<file path="src/rtl/eau_pkg.sv">
`default_nettype none
package eau_pkg;

  localparam int unsigned AddrWidth = 16;
  localparam int unsigned ByteWidth = 8;

  // transaction kinds on the request channel
  localparam logic OP_START = 1'b0;
  localparam logic OP_DATA  = 1'b1;

  // addressing modes
  localparam logic [3:0] MODE_IMM  = 4'd0;
  localparam logic [3:0] MODE_ABS  = 4'd1;
  localparam logic [3:0] MODE_ZP   = 4'd2;
  localparam logic [3:0] MODE_IMPL = 4'd3;
  localparam logic [3:0] MODE_IND  = 4'd4;
  localparam logic [3:0] MODE_ABSX = 4'd5;
  localparam logic [3:0] MODE_ABSY = 4'd6;
  localparam logic [3:0] MODE_ZPX  = 4'd7;
  localparam logic [3:0] MODE_ZPY  = 4'd8;
  localparam logic [3:0] MODE_IZX  = 4'd9;
  localparam logic [3:0] MODE_IZY  = 4'd10;
  localparam logic [3:0] MODE_IPX  = 4'd11;
  localparam logic [3:0] MODE_IPY  = 4'd12;
  localparam logic [3:0] MODE_ACC  = 4'd13;

  // fetch phases
  localparam logic [1:0] PH_OPLO  = 2'd0;
  localparam logic [1:0] PH_OPHI  = 2'd1;
  localparam logic [1:0] PH_PTRLO = 2'd2;
  localparam logic [1:0] PH_PTRHI = 2'd3;

  typedef struct packed {
    logic                  busy;
    logic [3:0]            active_mode;
    logic [1:0]            phase;
    logic [AddrWidth-1:0]  pc_copy;
    logic [ByteWidth-1:0]  x_copy;
    logic [ByteWidth-1:0]  y_copy;
    logic [AddrWidth-1:0]  pointer;
    logic [ByteWidth-1:0]  address_build;
  } calc_state_t;

  typedef struct packed {
    logic                  done_res;
    logic [AddrWidth-1:0]  read_address;
    logic [AddrWidth-1:0]  effective_address;
    logic [AddrWidth-1:0]  next_pc;
    logic                  protocol_error;
  } result_t;

endpackage
`default_nettype wire

</file>
<file path="src/rtl/eau_step.sv">
`default_nettype none
module eau_step (
  input  wire logic                       op,
  input  wire logic [3:0]                 mode,
  input  wire logic [eau_pkg::AddrWidth-1:0] prog_counter,
  input  wire logic [eau_pkg::ByteWidth-1:0] index_x,
  input  wire logic [eau_pkg::ByteWidth-1:0] index_y,
  input  wire logic [eau_pkg::ByteWidth-1:0] accum,
  input  wire logic [eau_pkg::ByteWidth-1:0] read_data,
  input  wire eau_pkg::calc_state_t       st,
  output eau_pkg::calc_state_t            st_next,
  output eau_pkg::result_t                res
);

  logic [eau_pkg::AddrWidth-1:0] full;
  logic [eau_pkg::ByteWidth-1:0] zp_x;
  logic [eau_pkg::ByteWidth-1:0] zp_y;
  logic [eau_pkg::ByteWidth-1:0] ptr_lo_inc;
  logic [eau_pkg::AddrWidth-1:0] pc_inc1;
  logic [eau_pkg::AddrWidth-1:0] pc_inc2;

  assign full       = {read_data, st.address_build};
  assign zp_x       = read_data + st.x_copy;
  assign zp_y       = read_data + st.y_copy;
  assign ptr_lo_inc = st.pointer[eau_pkg::ByteWidth-1:0] + 8'd1;
  assign pc_inc1    = st.pc_copy + 16'd1;
  assign pc_inc2    = st.pc_copy + 16'd2;

  always_comb begin
    st_next = st;
    res     = '0;
    if (op == eau_pkg::OP_START) begin
      if (st.busy) begin
        res.protocol_error = 1'b1;
      end else begin
        case (mode)
          eau_pkg::MODE_IMM: begin
            res.done_res          = 1'b1;
            res.effective_address = prog_counter;
            res.next_pc           = prog_counter + 16'd1;
          end
          eau_pkg::MODE_ACC: begin
            res.done_res          = 1'b1;
            res.effective_address = {8'h00, accum};
            res.next_pc           = prog_counter;
          end
          eau_pkg::MODE_ABS, eau_pkg::MODE_ZP, eau_pkg::MODE_IND, eau_pkg::MODE_ABSX,
          eau_pkg::MODE_ABSY, eau_pkg::MODE_ZPX, eau_pkg::MODE_ZPY, eau_pkg::MODE_IZX,
          eau_pkg::MODE_IZY, eau_pkg::MODE_IPX, eau_pkg::MODE_IPY: begin
            st_next.busy          = 1'b1;
            st_next.active_mode   = mode;
            st_next.phase         = eau_pkg::PH_OPLO;
            st_next.pc_copy       = prog_counter;
            st_next.x_copy        = index_x;
            st_next.y_copy        = index_y;
            st_next.pointer       = '0;
            st_next.address_build = '0;
            res.read_address      = prog_counter;
          end
          default: begin
            // implied and the two unused codes
            res.done_res = 1'b1;
            res.next_pc  = prog_counter;
          end
        endcase
      end
    end else if (!st.busy) begin
      res.protocol_error = 1'b1;
    end else begin
      // finish by default; request arms below clear it again
      res.done_res     = 1'b1;
      res.next_pc      = st.pc_copy;
      st_next.busy     = 1'b0;
      st_next.phase    = eau_pkg::PH_OPLO;
      case (st.phase)
        eau_pkg::PH_OPLO: begin
          case (st.active_mode)
            eau_pkg::MODE_ABS, eau_pkg::MODE_IND, eau_pkg::MODE_ABSX,
            eau_pkg::MODE_ABSY: begin
              st_next.address_build = read_data;
              st_next.busy          = 1'b1;
              st_next.phase         = eau_pkg::PH_OPHI;
              res.done_res          = 1'b0;
              res.next_pc           = '0;
              res.read_address      = pc_inc1;
            end
            eau_pkg::MODE_ZP: begin
              res.effective_address = {8'h00, read_data};
              res.next_pc           = pc_inc1;
            end
            eau_pkg::MODE_ZPX: begin
              res.effective_address = {8'h00, zp_x};
              res.next_pc           = pc_inc1;
            end
            eau_pkg::MODE_ZPY: begin
              res.effective_address = {8'h00, zp_y};
              res.next_pc           = pc_inc1;
            end
            eau_pkg::MODE_IZX, eau_pkg::MODE_IZY, eau_pkg::MODE_IPX,
            eau_pkg::MODE_IPY: begin
              case (st.active_mode)
                eau_pkg::MODE_IZX: st_next.pointer = {8'h00, zp_x};
                eau_pkg::MODE_IZY: st_next.pointer = {8'h00, zp_y};
                default:           st_next.pointer = {8'h00, read_data};
              endcase
              st_next.busy     = 1'b1;
              st_next.phase    = eau_pkg::PH_PTRLO;
              res.done_res     = 1'b0;
              res.next_pc      = '0;
              res.read_address = st_next.pointer;
            end
            default: ;
          endcase
        end
        eau_pkg::PH_OPHI: begin
          case (st.active_mode)
            eau_pkg::MODE_ABS: begin
              res.effective_address = full;
              res.next_pc           = pc_inc2;
            end
            eau_pkg::MODE_ABSX: begin
              res.effective_address = full + {8'h00, st.x_copy};
              res.next_pc           = pc_inc2;
            end
            eau_pkg::MODE_ABSY: begin
              res.effective_address = full + {8'h00, st.y_copy};
              res.next_pc           = pc_inc2;
            end
            eau_pkg::MODE_IND: begin
              st_next.pointer  = full;
              st_next.busy     = 1'b1;
              st_next.phase    = eau_pkg::PH_PTRLO;
              res.done_res     = 1'b0;
              res.next_pc      = '0;
              res.read_address = full;
            end
            default: ;
          endcase
        end
        eau_pkg::PH_PTRLO: begin
          st_next.address_build = read_data;
          case (st.active_mode)
            eau_pkg::MODE_IND: begin
              // no page wrap for the indirect jump vector
              st_next.busy     = 1'b1;
              st_next.phase    = eau_pkg::PH_PTRHI;
              res.done_res     = 1'b0;
              res.next_pc      = '0;
              res.read_address = st.pointer + 16'd1;
            end
            eau_pkg::MODE_IZX, eau_pkg::MODE_IZY, eau_pkg::MODE_IPX,
            eau_pkg::MODE_IPY: begin
              st_next.busy     = 1'b1;
              st_next.phase    = eau_pkg::PH_PTRHI;
              res.done_res     = 1'b0;
              res.next_pc      = '0;
              res.read_address = {8'h00, ptr_lo_inc};
            end
            default: ;
          endcase
        end
        default: begin
          case (st.active_mode)
            eau_pkg::MODE_IND: begin
              res.effective_address = full;
              res.next_pc           = pc_inc2;
            end
            eau_pkg::MODE_IZX, eau_pkg::MODE_IZY: begin
              res.effective_address = full;
              res.next_pc           = pc_inc1;
            end
            eau_pkg::MODE_IPX: begin
              res.effective_address = full + {8'h00, st.x_copy};
              res.next_pc           = pc_inc1;
            end
            eau_pkg::MODE_IPY: begin
              res.effective_address = full + {8'h00, st.y_copy};
              res.next_pc           = pc_inc1;
            end
            default: ;
          endcase
        end
      endcase
    end
  end

endmodule
`default_nettype wire

</file>
<file path="src/rtl/eau_out_stage.sv">
`default_nettype none
module eau_out_stage (
  input  wire logic             clk,
  input  wire logic             rst,
  input  wire logic             load,
  input  wire eau_pkg::result_t res_in,
  input  wire logic             res_stall,
  output logic                  res_valid,
  output logic                  full_stalled,
  output eau_pkg::result_t      res_out
);

  logic res_valid_next;

  assign full_stalled   = res_valid & res_stall;
  assign res_valid_next = load | full_stalled;

  always_ff @(posedge clk) begin
    if (rst) begin
      res_valid <= 1'b0;
    end else begin
      res_valid <= res_valid_next;
    end
  end

  always_ff @(posedge clk) begin
    if (load) begin
      res_out <= res_in;
    end
  end

endmodule
`default_nettype wire

</file>
<file path="src/rtl/cpu_effective_address_unit.sv">
// effective address unit for the classic 8-bit addressing modes
// request channel (req_valid/req_stall): op selects a start transaction, which
// carries mode, prog_counter, index_x, index_y and accum, or a data transaction,
// which carries read_data for the last read request
// result channel (res_valid/res_stall): every request transaction yields exactly
// one result transaction: a read request (done_res low, read_address), a
// finished calculation (done_res high, effective_address, next_pc) or an error;
// protocol_error flags data while idle or a start while a calculation is open
// an accepted request's result reaches the output register in the next cycle;
// throughput is one transaction per cycle when no stalled result is held, set
// by the single output register that the step logic feeds
// a stalled result holds its payload; while it is held req_stall is high, so
// the next request waits in place
// reset clears the calculation state to idle and empties the output register
`default_nettype none
module cpu_effective_address_unit (
  input  wire logic        clk,
  input  wire logic        rst,
  input  wire logic        req_valid,
  output logic             req_stall,
  input  wire logic        op,
  input  wire logic [3:0]  mode,
  input  wire logic [15:0] prog_counter,
  input  wire logic [7:0]  index_x,
  input  wire logic [7:0]  index_y,
  input  wire logic [7:0]  accum,
  input  wire logic [7:0]  read_data,
  output logic             res_valid,
  input  wire logic        res_stall,
  output logic             done_res,
  output logic [15:0]      read_address,
  output logic [15:0]      effective_address,
  output logic [15:0]      next_pc,
  output logic             protocol_error
);

  eau_pkg::calc_state_t st;
  eau_pkg::calc_state_t st_next;
  eau_pkg::result_t     res_comb;
  eau_pkg::result_t     res_q;
  logic                 accept;
  logic                 full_stalled;

  assign req_stall = full_stalled;
  assign accept    = req_valid & ~full_stalled;

  eau_step u_step (
    .op           (op),
    .mode         (mode),
    .prog_counter (prog_counter),
    .index_x      (index_x),
    .index_y      (index_y),
    .accum        (accum),
    .read_data    (read_data),
    .st           (st),
    .st_next      (st_next),
    .res          (res_comb)
  );

  always_ff @(posedge clk) begin
    if (rst) begin
      st <= '0;
    end else if (accept) begin
      st <= st_next;
    end
  end

  eau_out_stage u_out (
    .clk          (clk),
    .rst          (rst),
    .load         (accept),
    .res_in       (res_comb),
    .res_stall    (res_stall),
    .res_valid    (res_valid),
    .full_stalled (full_stalled),
    .res_out      (res_q)
  );

  assign done_res          = res_q.done_res;
  assign read_address      = res_q.read_address;
  assign effective_address = res_q.effective_address;
  assign next_pc           = res_q.next_pc;
  assign protocol_error    = res_q.protocol_error;

endmodule
`default_nettype wire

</file>
<file path="config.mk">
export PLATFORM = sky130hd
export DESIGN_NAME = cpu_effective_address_unit
export DESIGN_NICKNAME = d
export VERILOG_FILES = /design/src/rtl/eau_pkg.sv /design/src/rtl/eau_step.sv /design/src/rtl/eau_out_stage.sv /design/src/rtl/cpu_effective_address_unit.sv
export SDC_FILE = /design/constraint.sdc
export NUM_CORES = 1
export LEC_CHECK = 0
export BUFFER_PORTS_ARGS = -buffer_cell sky130_fd_sc_hd__buf_4
export CORE_ASPECT_RATIO = 1.5
export CORE_MARGIN = 3
export CORE_UTILIZATION = 35
export DETAILED_ROUTE_END_ITERATION = 6
export GPL_ROUTABILITY_DRIVEN = 0
export PLACE_DENSITY = 0.62
export SLEW_MARGIN = 40
export SYNTH_ARGS = -nofsm -noshare
export SYNTH_HDL_FRONTEND = slang
export SYNTH_HIERARCHICAL = 1
export SYNTH_SLANG_ARGS = --single-unit
</file>
<file path="constraint.sdc">
create_clock -name clk -period 7.1 [get_ports clk]
set_clock_uncertainty 0.2 [all_clocks]
set_input_delay 0.71 -clock clk [delete_from_list [all_inputs] [get_ports clk]]
set_output_delay 0.71 -clock clk [all_outputs]
set_load 0.01 [all_outputs]
</file>
==> metrics.yaml <==
cells_and_area:
  antennaDiodeCount: 0
  syn_to_final_growth_pct: 12.4
  fin_cells: 1910
  multi_input_area_mm2: 0.00814
  seqCellArea_mm2: 0.00278
  fin_nets: 1577
  nFillCells: 3397
  drive_gt1_share_pct: 16.9
setup_path:
  crit_top_cell: "o2111ai_1"
  path_class: "reg2reg"
  critical_path_required_ns: 7.06
  cp.arrival_ns: 3.48
  cp_cell_sequence: "inv_1 -> fa_1 -> nor2b_1 -> o2111ai_1 -> nand3_1 -> nand2_1 -> a221o_1 -> o2111ai_1 -> a21oi_1"
  cp_slowest_stage_delay_ns: 0.56
  slowest_stage: "dfxtp_1"
  crit_path_max_fanout: 9
  cpLargestDelayFamily: "compound AO/OA/AOI/OAI gates"
  end_kind: "flip-flop"
  worst_setup_path_start_kind: "flip-flop"
  critPathBufInv: 1
drt:
  vias: 12600
  wl_um: 49400
  routed_via_density: 6.60
  drc: 0
  drt_iter0_drc: 1615
  wl_per_cell_um: 25.9
  drtAntennaViolNets: 0
  dr.pass1.iters: 7
placement:
  io_buffer_count: 108
  dp_slack_ns: 3.48
  dp_cells: 1878
  dpl.hpwl_um: 35100
cts:
  htree_levels: 4
  tritoncts: "done"
  cts_hold_buf: 0
  post_cts_resized: 0
  clock_latency_ns: 0.46
  numCtsBuffers: 17
  clkSinkCount: 114
  cts_setup_buffers: 0
  clock-root-buffer: "clkbuf_16"
  clk_pin_slew_ns: 0.06
  clockBufferDepth: 2
sta:
  setup_viol: 0
  setup-tns-final_ns: 0
  setup_ws_ns: 3.58
  rsz0062_at_grt: "no"
  relSlewSlack_pct: 36.0
  tightest_slew_ns: 0.959
  maxSlewViolCount: 0
  fin_crit_ns: 3.52
  fin_hold_ws_ns: 0.294
  hold_viol: 0
  timing.fmax_mhz: 284
  fin_crit_sh_pct: 49.6
yosys:
  ys.flop_type: "dfxtp_1"
  synth_edf_count: 50
  yosysWarnings: 6
  syn_inst: 1462
  yosysUniqueCellTypes: 96
  ys_seq_area_share_pct: 24.0
  syn_area_per_cell_um2: 7.94
  synthArstFlopShare_pct: 0
  synth_fp_nets: 1557
  syn_area_mm2: 0.0116
  ys_seq_elements: 114
floorplan:
  die_area_mm2: 0.0354
  io_pins: 109
  die_w_um: 155
  dieHeight_um: 229
  core_mm2: 0.0326
  start_util_pct: 35.6
  row_count: 81
global_route:
  antenna_found_initial: 2
  first_global_vias: 11900
  grt_max_degree: 128
  grt.total_usage_pct: 27.0
  grt_pass1_wl_um: 73400
  gr-total-overflow: 0
run:
  cap_violations: 0
power:
  p_leak_uw: 0.00465
  power.density_mw_per_mm2: 160
  max-vdd-ir-drop_v: 0.000157
  finalPower_uw: 2090
run_status:
  status: "completed"
min_path:
  hold_path.class: "in2reg"
==> cells in the mapped netlist (27+ instances only) <==
cell type  number  area (µm²)
nor2_1         90         338
nand4bb_1      63         709
o21ai_0        60         300
ha_1           34         425
dfxtp_1        64        1280
xnor2_1        37         324
nand3_1        47         235
o21ai_2        61         534
edfxtp_1       50        1500
clkbuf_1       73         274
xor2_1         28         245
a21oi_1        78         390
o21ai_1        27         135
nand2_1       207         777
nand2b_1       78         488
nor3_1         30         150
==> layer usage <==
layer | track usage, % | vias to the layer above | routed length, µm
li1 | - | 5593 | -
met1 | 31.5 | 5886 | 17500
met2 | 43.3 | 898 | 22900
met3 | 4.93 | 235 | 4720
met4 | 20.9 | 2 | 4330
met5 | 0 | - | 15
==> state kept, by name, summed over array words and instances, names as in the netlist <==
register         cells
u_out/res_out       50
st                  63
u_out/res_valid      1
==> worst min-delay path: stages <==
cell	delay, ns
buf_4	0.08
a21oi_1	0.05
nor2_1	0.07
==> area by class of cell <==
type                    instances  area share [%]
multi-input cells            1201            62.3
flip-flops and latches        114            21.3
repair buffers                120            6.99
well taps                     415            3.98
clock buffers                  19            3.47
clock inverters                13            1.11
inverters                      28           0.805
==> layout by cell type, fill, tap and decap left out, drive strengths merged, types with 11 or more instances in the layout <==
master / n
a211oi: 15
a21o: 13
a21oi: 79
a221oi: 16
a22o: 18
a22oi: 21
a31oi: 13
and3: 11
buf: 120
clkbuf: 19
dfxtp: 64
edfxtp: 50
ha: 34
inv: 35
nand2: 207
nand2b: 78
nand3: 47
nand4bb: 63
nor2: 93
nor3: 35
o2111ai: 13
o211ai: 16
o21ai: 149
o221ai: 15
o22ai: 27
o32ai: 13
xnor2: 37
xor2: 28
==> kinds of logic after synthesis <==
| kind of cell | after synthesis | share of synthesized area, % |
|---|---|---|
| DFF | 114 | 24.0 |
| adders and majority gates | 38 | 4.35 |
| buffers and inverters | 147 | 6.44 |
| muxes | 8 | 0.711 |
| xor gates and xnor gates | 65 | 4.90 |
| and+or+nand+nor | 596 | 28.5 |
| AOI/OAI and AO/OA | 494 | 31.1 |
==> metrics by stage <==
stage	cell area (µm²)	util (%)
floorplan	11600	-
global placement	12400	38.0
CTS	13000	40.0
global route	13100	40.0
detailed placement	12400	38.1
finish	13100	40.0
==> final timing paths <==
path         slack [ns]  depth (start not counted)      start           endpoint
max                3.58                          9      st[1]  u_out/res_out[25]
min                0.29                          3  res_stall    u_out/res_valid
max reg2reg        3.58                          9      st[1]  u_out/res_out[25]
min reg2reg        0.31                          2     st[22]             st[22]
==> where the power goes <==
| part | leakage [µW] | switching [µW] | internal [µW] |
|---|---|---|---|
| sequential | 0.00103 | 37.8 | 717 |
| clock | 0.000294 | 361 | 539 |
| combinational | 0.00333 | 284 | 151 |
(Power assumes the default switching activity.)
